## config.mk

```make
export PLATFORM = sky130hd
export DESIGN_NAME = keyed_table_fifo_replace_unit
export DESIGN_NICKNAME = d
export VERILOG_FILES = /design/src/rtl/kft_pkg.sv /design/src/rtl/keyed_table_fifo_replace_unit.sv
export SDC_FILE = /design/constraint.sdc
export NUM_CORES = 1
export LEC_CHECK = 0
export BUFFER_PORTS_ARGS = -buffer_cell sky130_fd_sc_hd__buf_4
export CELL_PAD_IN_SITES_DETAIL_PLACEMENT = 0
export CELL_PAD_IN_SITES_GLOBAL_PLACEMENT = 1
export CORE_MARGIN = 1.5
export CORE_UTILIZATION = 25
export DETAILED_ROUTE_END_ITERATION = 10
export PLACE_DENSITY_LB_ADDON = 0.1
export SYNTH_ARGS = -nofsm -noshare
export SYNTH_HDL_FRONTEND = slang
export SYNTH_SLANG_ARGS = --single-unit
export TNS_END_PERCENT = 30
```

## constraint.sdc

```tcl
create_clock -name clock -period 10.8 [get_ports clock]
set_input_delay 0.54 -clock clock [delete_from_list [all_inputs] [get_ports clock]]
set_output_delay 0.54 -clock clock [all_outputs]
set_load 0.005 [all_outputs]
```

## src/rtl/kft_pkg.sv

```systemverilog
// Shared types and field widths for the keyed table with oldest-entry replacement.
// No dependencies.
package kft_pkg;

   localparam int KEY_W    = 30;
   localparam int DATA_W   = 64;
   localparam int ACTION_W = 2;
   localparam int POSOUT_W = 3;
   localparam int COUNT_W  = 4;

   typedef enum logic [ACTION_W-1:0] {
      ACT_UPDATE  = 2'd0,
      ACT_INSERT  = 2'd1,
      ACT_REPLACE = 2'd2
   } action_type;

endpackage

```

## src/rtl/keyed_table_fifo_replace_unit.sv

```systemverilog
// Top level of the keyed table: key memory scan, update/insert/replace control.
// Depends on kft_pkg.
//
//   channel  ports                                    transfer when
//   request  start, busy, req_vessel_key, req_payload start & !busy
//   result   rsp_valid, rsp_action, rsp_position,     rsp_valid (one cycle)
//            rsp_entry_count
//
// Entries live in a circular buffer addressed from the oldest slot; dropping the
// oldest entry moves that pointer instead of shifting data.
// busy stays high while the held entries are scanned:
// the key memory's single read port streams one entry per cycle through the compare.
// The result strobes in the first cycle that busy is low; the next start can be taken then.
// Reset empties the table at once; key and payload memories are not cleared.
module keyed_table_fifo_replace_unit #(
   parameter int TABLE_ENTRIES = 8,
   parameter int PAYLOAD_BITS  = 64
) (
   input  logic                          clock,
   input  logic                          reset,
   input  logic                          start,
   output logic                          busy,
   input  logic [kft_pkg::KEY_W-1:0]     req_vessel_key,
   input  logic [kft_pkg::DATA_W-1:0]    req_payload,
   output logic                          rsp_valid,
   output logic [kft_pkg::ACTION_W-1:0]  rsp_action,
   output logic [kft_pkg::POSOUT_W-1:0]  rsp_position,
   output logic [kft_pkg::COUNT_W-1:0]   rsp_entry_count
);
   import kft_pkg::*;

   localparam int POS_W = (TABLE_ENTRIES > 1) ? $clog2(TABLE_ENTRIES) : 1;
   localparam int CNT_W = $clog2(TABLE_ENTRIES + 1);
   localparam int EXT_W = POS_W + CNT_W + COUNT_W + POSOUT_W;
   localparam logic [POS_W-1:0] LAST_SLOT = POS_W'(TABLE_ENTRIES - 1);
   localparam logic [CNT_W-1:0] FULL_CNT  = CNT_W'(TABLE_ENTRIES);

   typedef enum logic [1:0] {
      ST_IDLE = 2'b01,
      ST_SCAN = 2'b10
   } state_type;

   logic [KEY_W-1:0]        key_mem [TABLE_ENTRIES];
   logic [PAYLOAD_BITS-1:0] pay_mem [TABLE_ENTRIES];

   state_type               state_ff, state_in;
   logic [CNT_W-1:0]        count_ff, count_in;
   logic [POS_W-1:0]        head_ff, head_in;
   logic [CNT_W-1:0]        idx_ff, idx_in;
   logic [POS_W-1:0]        scan_phys_ff, scan_phys_in;
   logic                    rd_pend_ff, rd_pend_in;
   logic [POS_W-1:0]        rd_pos_ff, rd_pos_in;
   logic [POS_W-1:0]        rd_phys_ff, rd_phys_in;
   logic [KEY_W-1:0]        key_ff;
   logic [PAYLOAD_BITS-1:0] data_ff;
   logic [KEY_W-1:0]        key_rdata_ff;
   logic                    rsp_valid_ff, rsp_valid_in;
   action_type              action_ff, action_in;
   logic [POS_W-1:0]        pos_ff, pos_in;
   logic [CNT_W-1:0]        cnt_out_ff, cnt_out_in;

   logic                    accept;
   logic                    hit_now;
   logic                    rd_en;
   logic                    key_we;
   logic                    pay_we;
   logic [POS_W-1:0]        wr_addr;
   logic [EXT_W-1:0]        pos_ext;
   logic [EXT_W-1:0]        cnt_ext;

   function automatic logic [POS_W-1:0] wrap_inc(input logic [POS_W-1:0] p);
      logic [POS_W-1:0] r;
      if (p == LAST_SLOT) begin
         r = '0;
      end else begin
         r = p + POS_W'(1);
      end
      return r;
   endfunction

   assign accept  = start && (state_ff == ST_IDLE);
   assign busy    = (state_ff != ST_IDLE);
   assign hit_now = rd_pend_ff && (key_rdata_ff == key_ff);

   always_comb begin
      state_in     = state_ff;
      count_in     = count_ff;
      head_in      = head_ff;
      idx_in       = idx_ff;
      scan_phys_in = scan_phys_ff;
      rd_pend_in   = 1'b0;
      rd_pos_in    = rd_pos_ff;
      rd_phys_in   = rd_phys_ff;
      rsp_valid_in = 1'b0;
      action_in    = action_ff;
      pos_in       = pos_ff;
      cnt_out_in   = cnt_out_ff;
      rd_en        = 1'b0;
      key_we       = 1'b0;
      pay_we       = 1'b0;
      wr_addr      = scan_phys_ff;
      case (state_ff)
         ST_IDLE: begin
            if (accept) begin
               state_in     = ST_SCAN;
               idx_in       = '0;
               scan_phys_in = head_ff;
            end
         end
         ST_SCAN: begin
            if (hit_now) begin
               pay_we       = 1'b1;
               wr_addr      = rd_phys_ff;
               action_in    = ACT_UPDATE;
               pos_in       = rd_pos_ff;
               cnt_out_in   = count_ff;
               rsp_valid_in = 1'b1;
               state_in     = ST_IDLE;
            end else if (idx_ff < count_ff) begin
               rd_en        = 1'b1;
               rd_pend_in   = 1'b1;
               rd_pos_in    = idx_ff[POS_W-1:0];
               rd_phys_in   = scan_phys_ff;
               idx_in       = idx_ff + CNT_W'(1);
               scan_phys_in = wrap_inc(scan_phys_ff);
            end else begin
               key_we       = 1'b1;
               pay_we       = 1'b1;
               wr_addr      = scan_phys_ff;
               rsp_valid_in = 1'b1;
               state_in     = ST_IDLE;
               if (count_ff < FULL_CNT) begin
                  action_in  = ACT_INSERT;
                  pos_in     = count_ff[POS_W-1:0];
                  count_in   = count_ff + CNT_W'(1);
                  cnt_out_in = count_ff + CNT_W'(1);
               end else begin
                  action_in  = ACT_REPLACE;
                  pos_in     = LAST_SLOT;
                  head_in    = wrap_inc(head_ff);
                  cnt_out_in = count_ff;
               end
            end
         end
         default: begin
            state_in = ST_IDLE;
         end
      endcase
   end

   always_ff @(posedge clock) begin
      if (reset) begin
         state_ff     <= ST_IDLE;
         count_ff     <= '0;
         head_ff      <= '0;
         rd_pend_ff   <= 1'b0;
         rsp_valid_ff <= 1'b0;
      end else begin
         state_ff     <= state_in;
         count_ff     <= count_in;
         head_ff      <= head_in;
         rd_pend_ff   <= rd_pend_in;
         rsp_valid_ff <= rsp_valid_in;
      end
   end

   always_ff @(posedge clock) begin
      idx_ff       <= idx_in;
      scan_phys_ff <= scan_phys_in;
      rd_pos_ff    <= rd_pos_in;
      rd_phys_ff   <= rd_phys_in;
      action_ff    <= action_in;
      pos_ff       <= pos_in;
      cnt_out_ff   <= cnt_out_in;
      if (accept) begin
         key_ff  <= req_vessel_key;
         data_ff <= req_payload[PAYLOAD_BITS-1:0];
      end
   end

   always_ff @(posedge clock) begin
      if (key_we) begin
         key_mem[wr_addr] <= key_ff;
      end
      if (rd_en) begin
         key_rdata_ff <= key_mem[scan_phys_ff];
      end
   end

   always_ff @(posedge clock) begin
      if (pay_we) begin
         pay_mem[wr_addr] <= data_ff;
      end
   end

   assign pos_ext = EXT_W'(pos_ff);
   assign cnt_ext = EXT_W'(cnt_out_ff);

   assign rsp_valid       = rsp_valid_ff;
   assign rsp_action      = action_ff;
   assign rsp_position    = pos_ext[POSOUT_W-1:0];
   assign rsp_entry_count = cnt_ext[COUNT_W-1:0];

endmodule

```

==> impl_metrics.toml, run 1 <==
[finish]
fillers = 4854
final_layout_size_suffix_gt1_share_pct = 31.2
area_delta_synth_final_pct = 19.6
final_util_pct = 30.2
final_nets = 769
final_cells = 1366

[job]
maxCapViolations = 0

[clock_network]
insertion_delay_ns = 0.56
root_buffer = "clkbuf_16"
cts_resized = 0
clk_pin_slew_worst_paths_ns = 0.06
cts_hold_buf = 0
cts_tree = "yes"
htree_levels = 2
cts_made_buffers = 41
postCtsSetupBuffers = 0
clock_tree.buffer_depth = 3
cts.sink_count = 330

[routing]
wl_met3_microns = 1040
drcViolationCount = 0
drtIter0Drc = 334
met2_length_microns = 14200
totalWireLength_microns = 29100
vias = 5761
first_pass_iters = 4
m1WireLength_microns = 13000
drtAntennaViolNets = 0
highest_layer = "met4"
vias_per_cell = 4.22
post_drt_wl_per_cell_microns = 21.3

[sta]
max_freq_ghz = 0.275
worst_pin_slew_ns = 1.01
fin_skew_ns = 0.0199
fin_crit_ns = 3.64
setup_viol = 0
slew_headroom_pct = 32.9
finalMaxSlewViolations = 0
hold_violations = 0
layout_setup_ws_ns = 7.16
rsz0062_at_grt = "false"
min_period_over_period_pct = 33.7
tns_ns = 0

[yosys]
synth_area_sq_mm = 0.0126
synth_top_area_share_pct = 76.0
yosys_register_bits = 330
ys.warnings.count = 0
yosysTopAreaCell = "edfxtp_1"
synth_cells = 582
synth_most_common_cell = "edfxtp_1"
ys_seq_area_share_pct = 77.7
ys_top_cells_by_count = "edfxtp_1 (319), mux4_2 (60), mux2_2 (30), xnor2_1 (21), nor2_1 (14)"
synthTopCellsByArea = "edfxtp_1 (76%), mux4_2 (11%), mux2_2 (2.7%), dfxtp_1 (1.7%), xnor2_1 (1.5%)"
synth_edf_count = 319
synth_ff_type = "edfxtp_1"
synthDistinctLibCells = 47
syn-num-nets = 689
synthArstFlopShare_pct = 0
avgSynthCellArea_sq_um = 21.7

[worst_setup_path]
critPathMaxFanout = 26
critPathLaunchType = "register"
crit_arrival_ns = 3.82
critPathKind = "reg -> reg"
cp.required_ns = 10.98
critPathCaptureType = "register"

[floorplan]
num_rows = 82
die_h_microns = 228
fp.coreArea_sq_mm = 0.0500
io_pins = 108
start_util_pct = 25.2
die_x_microns = 228
die-area_sq_mm = 0.0518

[power]
power.leakage_uw = 0.00471
pwr_density_cell_mw_per_mm2 = 184
ir_worst_vdd_uv = 90.8

[global_routing]
grt_max_degree = 46
first_global_vias = 6324
grt_overflow = 0
grt_first_pass_wirelength_microns = 43000
antenna_found_initial = 0
grt_usage_pct = 11.7

[placed_design]
hpwl_microns = 15100
dp_slack_ns = 7.12
globalplace.congestion = 0.697
place_inst = 1291
portBuffers = 43

[status]
status = "completed"

[hold_path]
hold_path_class = "in -> reg"
==> final cells by class <==
cell class / count / area [sq um] / share of cell area, %
flip-flops and latches: 330 / 9800 / 65.0
clock buffers: 62 / 1100 / 7.33
clock inverters: 12 / 78.8 / 0.523
repair buffers: 59 / 443 / 2.94
multi-input cells: 219 / 2760 / 18.3
well taps: 672 / 841 / 5.58
inverters: 11 / 41.3 / 0.274
diodes: 1 / 2.50 / 0.0166
==> power by group <==
group	switching, uW	internal (uW)
Combinational	56.9	53.0
Sequential	20.2	1430
Clock	516	706
Total	593	2180
==> flip-flops by register name, indices dropped and copies added, names as in the netlist <==
| register | flops |
|---|---|
| state_ff | 2 |
| rsp_position | 3 |
| head_ff | 3 |
| rd_pos_ff | 3 |
| count_ff | 4 |
| key_mem | 240 |
| rd_pend_ff | 1 |
| idx_ff | 4 |
| key_rdata_ff | 30 |
| key_ff | 30 |
| rsp_entry_count | 4 |
| rsp_action | 2 |
| scan_phys_ff | 3 |
| rsp_valid | 1 |
==> worst paths after layout <==
kind | startpoint | cells past startpoint | endpoint | slack (ns)
setup reg to reg | count_ff[3] | 7 | key_mem[1][12] | 7.16
setup / recovery | count_ff[3] | 7 | key_mem[1][12] | 7.16
hold / removal | req_vessel_key[19] | 1 | key_ff[19] | 0.16
hold reg to reg | head_ff[1] | 2 | head_ff[1] | 0.51
==> layout by cell type (no fill, tap or decap), types with 2 or more instances in the layout <==
master | netlist | final
mux2_2 | 30 | 30
clkinv_1 | 1 | 7
edfxtp_1 | 319 | 319
clkbuf_1 | 13 | 21
a21o_1 | 2 | 2
nor2b_1 | 2 | 2
clkinv_2 | 0 | 3
clkinv_8 | 0 | 2
inv_2 | 1 | 2
nor3_2 | 0 | 2
nand2_1 | 10 | 10
clkbuf_16 | 0 | 41
nand4_1 | 8 | 8
inv_1 | 9 | 8
nor2_1 | 14 | 14
dfxtp_1 | 11 | 11
mux4_2 | 60 | 60
nand2b_1 | 4 | 4
o41ai_1 | 2 | 2
nand3_1 | 4 | 4
buf_4 | 1 | 59
a21oi_1 | 7 | 7
xnor2_1 | 21 | 21
nor4b_4 | 0 | 2
nor4_4 | 0 | 3
o31ai_1 | 4 | 4
ha_1 | 10 | 10
xor2_1 | 9 | 9
a31oi_1 | 2 | 2
nor4_2 | 3 | 4
==> routing by layer <==
layer / up-vias / global-route usage (%)
met3: 52 / 2.30
met2: 98 / 19.2
met1: 3052 / 15.2
met4: 0 / 4.93
met5: - / 0
li1: 2559 / -
==> worst max-delay path, stage by stage, from the launching register on <==
cell and delay (ns):
dfxtp_1 0.47, clkinv_1 0.33, ha_1 0.38, nor2_1 0.05, a211oi_2 0.57, nand2_2 0.39
nor4_4 0.47, buf_4 0.57
==> through the flow <==
step                total power (uW)  instance area (sq um)  hold slack (ns)
finish                          2780                  15100            0.156
CTS                             2840                  15100            0.112
global placement                1580                  13900            0.488
detailed placement              1590                  13900            0.504
global route                    2890                  15100            0.128
floorplan                       1540                  12600            0.465
==> kinds of logic after synthesis <==
group / share of synthesized area [%]
AO/OA/AOI/OAI: 1.75
XOR/XNOR: 2.08
adder cells (fa/ha/maj): 0.992
buffers and inverters: 1.09
flip-flops: 77.7
multiplexers: 13.6
AND/OR/NAND/NOR: 2.79
Note: power is estimated with default switching activity, not from simulation.
==> run 2, diff against run 1 <==
--- a/config.mk
+++ b/config.mk
@@ -5,6 +5,7 @@
 export SDC_FILE = /design/constraint.sdc
 export NUM_CORES = 1
 export LEC_CHECK = 0
+export ABC_AREA = 1
 export BUFFER_PORTS_ARGS = -buffer_cell sky130_fd_sc_hd__buf_4
 export CELL_PAD_IN_SITES_DETAIL_PLACEMENT = 0
 export CELL_PAD_IN_SITES_GLOBAL_PLACEMENT = 1
==> constraint.sdc (replaced) <==
create_clock -name clock -period 3.5 [get_ports clock]
set_input_delay 0.175 -clock clock [delete_from_list [all_inputs] [get_ports clock]]
set_output_delay 0.175 -clock clock [all_outputs]
set_load 0.005 [all_outputs]
==> impl_metrics.toml, run 2 <==
[global_routing]
grt_max_degree = 121
antenna_found_initial = 0
grt_first_pass_wirelength_microns = 54900
grt_overflow = 0
first_global_vias = 8646
grt_usage_pct = 13.2

[routing]
met2_length_microns = 17100
totalWireLength_microns = 36500
highest_layer = "met4"
first_pass_iters = 4
vias_per_cell = 4.24
m1WireLength_microns = 17200
drcViolationCount = 0
wl_met3_microns = 1280
post_drt_wl_per_cell_microns = 17.9
drtAntennaViolNets = 0
vias = 8662
drtIter0Drc = 433

[placed_design]
globalplace.congestion = 0.733
portBuffers = 43
place_inst = 1940
hpwl_microns = 21500

[sta]
rsz0062_at_grt = "false"
worst_pin_slew_ns = 0.786
tns_ns = 0
fin_skew_ns = 0.0141
max_freq_ghz = 0.332
min_period_over_period_pct = 86.1
slew_headroom_pct = 47.6
setup_viol = 0
hold_violations = 0
finalMaxSlewViolations = 0
fin_crit_ns = 3.01

[yosys]
synth_most_common_cell = "edfxtp_1"
ys_top_cells_by_count = "edfxtp_1 (322), nor2_1 (289), nand2_1 (196), o21ai_0 (131), inv_1 (105)"
yosys_register_bits = 333
synthTopCellsByArea = "edfxtp_1 (70%), nor2_1 (7.9%), nand2_1 (5.4%), o21ai_0 (4.8%), inv_1 (2.9%)"
synth_top_area_share_pct = 70.3
yosysTopAreaCell = "edfxtp_1"
yosys-mux-area-fraction_pct = 0
synthDistinctLibCells = 27
avgSynthCellArea_sq_um = 11.3
ys.warnings.count = 0
synth_edf_count = 322
synthArstFlopShare_pct = 0
synth_cells = 1217
synth-adder-area-share_pct = 0.910
yosys.area_share.simple_pct = 14.5
ys_seq_area_share_pct = 71.9
synth-compound-area-share_pct = 7.83
synth_area_sq_mm = 0.0138
syn-num-nets = 1324
synth_top_family_by_area = "simple AND/OR/NAND/NOR gates"
synth_ff_type = "edfxtp_1"
synth-xor-area-share_pct = 0.318

[clock_network]
clock_tree.buffer_depth = 3
clk_pin_slew_worst_paths_ns = 0.06
cts_resized = 0
insertion_delay_ns = 0.55
postCtsSetupBuffers = 0
htree_levels = 2
cts_hold_buf = 31
cts_tree = "yes"
root_buffer = "clkbuf_16"
cts_made_buffers = 41
cts.sink_count = 333

[worst_setup_path]
critPathLaunchType = "register"
ff2ff_path_depth = 13
cp.required_ns = 3.72
critPathKind = "reg -> reg"
crit_start = "key_ff[29]"
crit_end = "key_mem[4][2]"
crit_arrival_ns = 3.23
worstReg2RegEnd = "key_mem[4][2]"
critPathMaxFanout = 15
r2r-start = "key_ff[29]"
r2r_slack_ns = 0.49
critPathCaptureType = "register"

[finish]
final_cell_mix = "edfxtp_1 (322), nor2_1 (280), nand2_1 (196), o21ai_0 (131), inv_1 (104)"
final_cells = 2045
final_layout_size_suffix_gt1_share_pct = 11.4
final_common_cell = "edfxtp_1"
fillers = 5518
top_regs = "key_mem: 240 flops, key_ff: 30 flops, key_rdata_ff: 30 flops"
area_delta_synth_final_pct = 21.0
largest_reg_flops = 240
final_nets = 1425
top_register = "key_mem"
num_antenna_cells = 0

[power]
p_total_uw = 8950
power.leakage_uw = 0.00611
ir_worst_vdd_uv = 294
pwr_density_cell_mw_per_mm2 = 538

[floorplan]
start_util_pct = 25.4
die_h_microns = 238
die-area_sq_mm = 0.0564
fp.coreArea_sq_mm = 0.0541
io_pins = 108
num_rows = 85
die_x_microns = 238

[job]
maxCapViolations = 0

[status]
status = "completed"

[hold_path]
hold_path_class = "in -> reg"
hp-start = "start"
==> run 2: cell count changes after synthesis, sizes merged, moves of 22 or more <==
cell / delta
clkbuf: +22
nor2: +278
o22ai: +29
mux2: -31
inv: +99
a31oi: +29
nand2: +191
o21ai: +130
mux4: -60
==> run 2: final cells by class <==
class                      count  area (sq um)  area share (%)
tap                          696           871            5.23
timing repair buffer         105           928            5.58
inverter                     110           414            2.49
clock buffer                  54          1080            6.52
multi-input combinational    727          3300            19.9
sequential                   333          9890            59.4
clock inverter                20           149           0.895
==> run 2: worst min-delay path by stage <==
stage | end | slack [ns] | cells after the start
2_1_floorplan | count_ff[2] | 0.24 | 1
3_3_place_gp | key_ff[10] | 0.35 | 1
3_5_place_dp | key_ff[10] | 0.35 | 1
4_1_cts | key_ff[16] | 0.17 | 3
5_1_grt | key_ff[20] | 0.20 | 3
6_report | key_ff[20] | 0.18 | 3
==> run 2: layer usage <==
layer / track usage [%] / up-vias
met1: 17.5 / 4136
met2: 21.7 / 121
met4: 4.79 / 0
met3: 2.17 / 49
met5: 0 / -
li1: - / 4356
==> run 2: cell families after synthesis <==
family	after synthesis
AOI/OAI and AO/OA	199
xor gates and xnor gates	5
adders and majority gates	10
buffers and inverters	157
DFF	333
and+or+nand+nor	513
==> run 2: worst max-delay path, stage by stage, from the launching register on <==
cell and delay (ns):
edfxtp_1 0.55, inv_1 0.07, nand2_1 0.14, nand2_1 0.07, nor2_1 0.11, nand2_1 0.07, inv_1 0.05, nand2_1 0.04
nor2_1 0.27, nand3_1 0.25, nand2_1 0.11, nand3_1 0.33, nor2_4 0.26, buf_4 0.31
==> run 2: report_power, final <==
part           internal [uW]  switching [uW]
Clock                   2330            1640
Combinational            171             312
Sequential              4440            69.2
Total                   6930            2020
==> run 2: per-stage QoR <==
| step | utilization, % | cell area [sq um] | hold slack (ns) | worst slack [ns] |
|---|---|---|---|---|
| floorplan | - | 13800 | 0.244 | 0.348 |
| global placement | 27.9 | 15100 | 0.353 | 0.407 |
| detailed placement | 27.9 | 15100 | 0.354 | 0.401 |
| CTS | 30.7 | 16600 | 0.165 | 0.379 |
| global route | 30.7 | 16600 | 0.197 | 0.167 |
| finish | 30.7 | 16600 | 0.177 | 0.485 |
==> run 3, diff against run 2 <==
--- a/config.mk
+++ b/config.mk
@@ -10,9 +10,10 @@
 export CELL_PAD_IN_SITES_DETAIL_PLACEMENT = 0
 export CELL_PAD_IN_SITES_GLOBAL_PLACEMENT = 1
 export CORE_MARGIN = 1.5
-export CORE_UTILIZATION = 25
+export CORE_UTILIZATION = 48
 export DETAILED_ROUTE_END_ITERATION = 10
 export PLACE_DENSITY_LB_ADDON = 0.1
+export SETUP_SLACK_MARGIN = 0.02
 export SYNTH_ARGS = -nofsm -noshare
 export SYNTH_HDL_FRONTEND = slang
 export SYNTH_SLANG_ARGS = --single-unit
==> impl_metrics.toml, run 3 (synthesis results as in run 2) <==
[placed_design]
globalplace.congestion = 0.816
portBuffers = 43
hpwl_microns = 17500

[global_routing]
grt_max_degree = 69
antenna_found_initial = 0
grt_overflow = 0
grt_first_pass_wirelength_microns = 46300
grt_usage_pct = 21.0
first_global_vias = 8223

[hold_path]
hp-start = "start"
hold_depth = 3
hold_path_class = "in -> reg"
hold_path_end = "key_ff[28]"

[sta]
fin_crit_ns = 2.92
min_period_over_period_pct = 83.3
worst_pin_slew_ns = 0.833
max_freq_ghz = 0.343
finalMaxSlewViolations = 0
fin_skew_ns = 0.0127
slew_headroom_pct = 44.5
setup_viol = 0
hold_violations = 0
tns_ns = 0
rsz0062_at_grt = "false"

[worst_setup_path]
ff2ff_path_depth = 12
critPathLaunchType = "register"
critPathKind = "reg -> reg"
cp.required_ns = 3.68
path_common_cell = "nor2_1"
slowest_delay_ns = 0.50
worstReg2RegEnd = "key_mem[6][11]"
crit_arrival_ns = 3.10
critPathMaxFanout = 17
cpMaxStageDelayCell = "edfxtp_1"
r2r-start = "key_ff[14]"
r2r_slack_ns = 0.58
critPathCaptureType = "register"
crit_chain = "nand2_1, inv_1, nor2_1, nor2_1, nand2_1, nor2_1, nand2_2, nor2_4, nor2_2, nand3_1, nor2_4, buf_4"

[finish]
fillers = 2339
final_cell_mix = "edfxtp_1 (322), nor2_1 (280), nand2_1 (196), o21ai_0 (131), inv_1 (104)"
final_layout_size_suffix_gt1_share_pct = 11.1
num_antenna_cells = 0
top_regs = "key_mem: 240 flops, key_ff: 30 flops, key_rdata_ff: 30 flops"
area_delta_synth_final_pct = 17.2
largest_reg_flops = 240
top_register = "key_mem"
final_common_cell = "edfxtp_1"
final_nets = 1417

[clock_network]
cts.sink_count = 333
root_buffer = "clkbuf_16"
cts_tree = "yes"
cts_resized = 0
clock_tree.buffer_depth = 3
clk_pin_slew_worst_paths_ns = 0.06
htree_levels = 2
cts_made_buffers = 36
insertion_delay_ns = 0.52

[power]
ir_worst_vdd_uv = 412
pwr_density_cell_mw_per_mm2 = 537
power.leakage_uw = 0.00606
p_total_uw = 8660

[routing]
vias = 8642
vias_per_cell = 5.04
totalWireLength_microns = 29800
first_pass_iters = 4
drtIter0Drc = 630
drtAntennaViolNets = 0
post_drt_wl_per_cell_microns = 17.4
drcViolationCount = 0

[job]
maxCapViolations = 0

[floorplan]
die_h_microns = 172
num_rows = 61
die-area_sq_mm = 0.0297
fp.coreArea_sq_mm = 0.0280
start_util_pct = 49.1
die_x_microns = 172
io_pins = 108

[status]
status = "completed"
## run 3: cell types whose count changed in the layout (fill, tap and decap cells not counted), sizes merged
cell / previous run / this run
bufinv: 2 / 3
inv: 112 / 109
buf: 74 / 71
clkbuf: 54 / 47
clkinv: 16 / 17
## run 3: final cells by class
cell class	instances	area, sq um	area share, %
tap	378	473	2.93
inverter	110	413	2.56
sequential	333	9890	61.3
clock buffer	47	985	6.11
multi-input combinational	727	3300	20.5
clock inverter	19	176	1.09
timing repair buffer	102	881	5.46
## run 3: report_power, final
part	total, uW	switching [uW]	internal [uW]
Combinational	460	291	169
Clock	3700	1490	2210
Sequential	4500	67.0	4440
## run 3: through the flow
step,utilization [%],instance area [sq um],instances,worst slack [ns],hold slack [ns]
after detailed placement,52.3,14600,1619,0.572,0.354
after CTS,57.6,16100,1716,0.537,0.183
after floorplan,-,13800,1217,0.348,0.244
final,57.6,16100,1716,0.583,0.183
after global routing,57.6,16100,1716,0.344,0.208
after global placement,52.3,14600,1619,0.606,0.353
## run 3: critical path, delay by kind of cell, from the launching register on
| family | cells | cell delay [ns] |
|---|---|---|
| simple gates | 10 | 1.71 |
| flops | 1 | 0.50 |
| buf+inv | 2 | 0.37 |
## run 3: worst max-delay path by stage
stage                           start             end  slack (ns)
after floorplan           count_ff[3]   key_mem[6][0]        0.35
after detailed placement   key_ff[17]   key_mem[6][3]        0.57
after CTS                  key_ff[17]  key_mem[6][19]        0.54
after global placement     key_ff[17]   key_mem[6][1]        0.61
after global routing       key_ff[14]  key_mem[6][19]        0.34
final                      key_ff[14]  key_mem[6][11]        0.58
## run 3: what timing repair did
item                                    4_1_cts  5_1_grt
endpoints found under the setup margin        0        0
endpoints found under the hold margin        34        0
buffers inserted                              0        0
hold buffers                                 31        0
## run 3: layer usage
layer / part of all wire [%] / routed length, microns / global-route usage (%)
met4: 1.9 / 569 / 5.18
met1: 46 / 13800 / 29.1
met3: 4.1 / 1220 / 3.20
met2: 48 / 14100 / 34.9
met5: 0 / 0 / 0
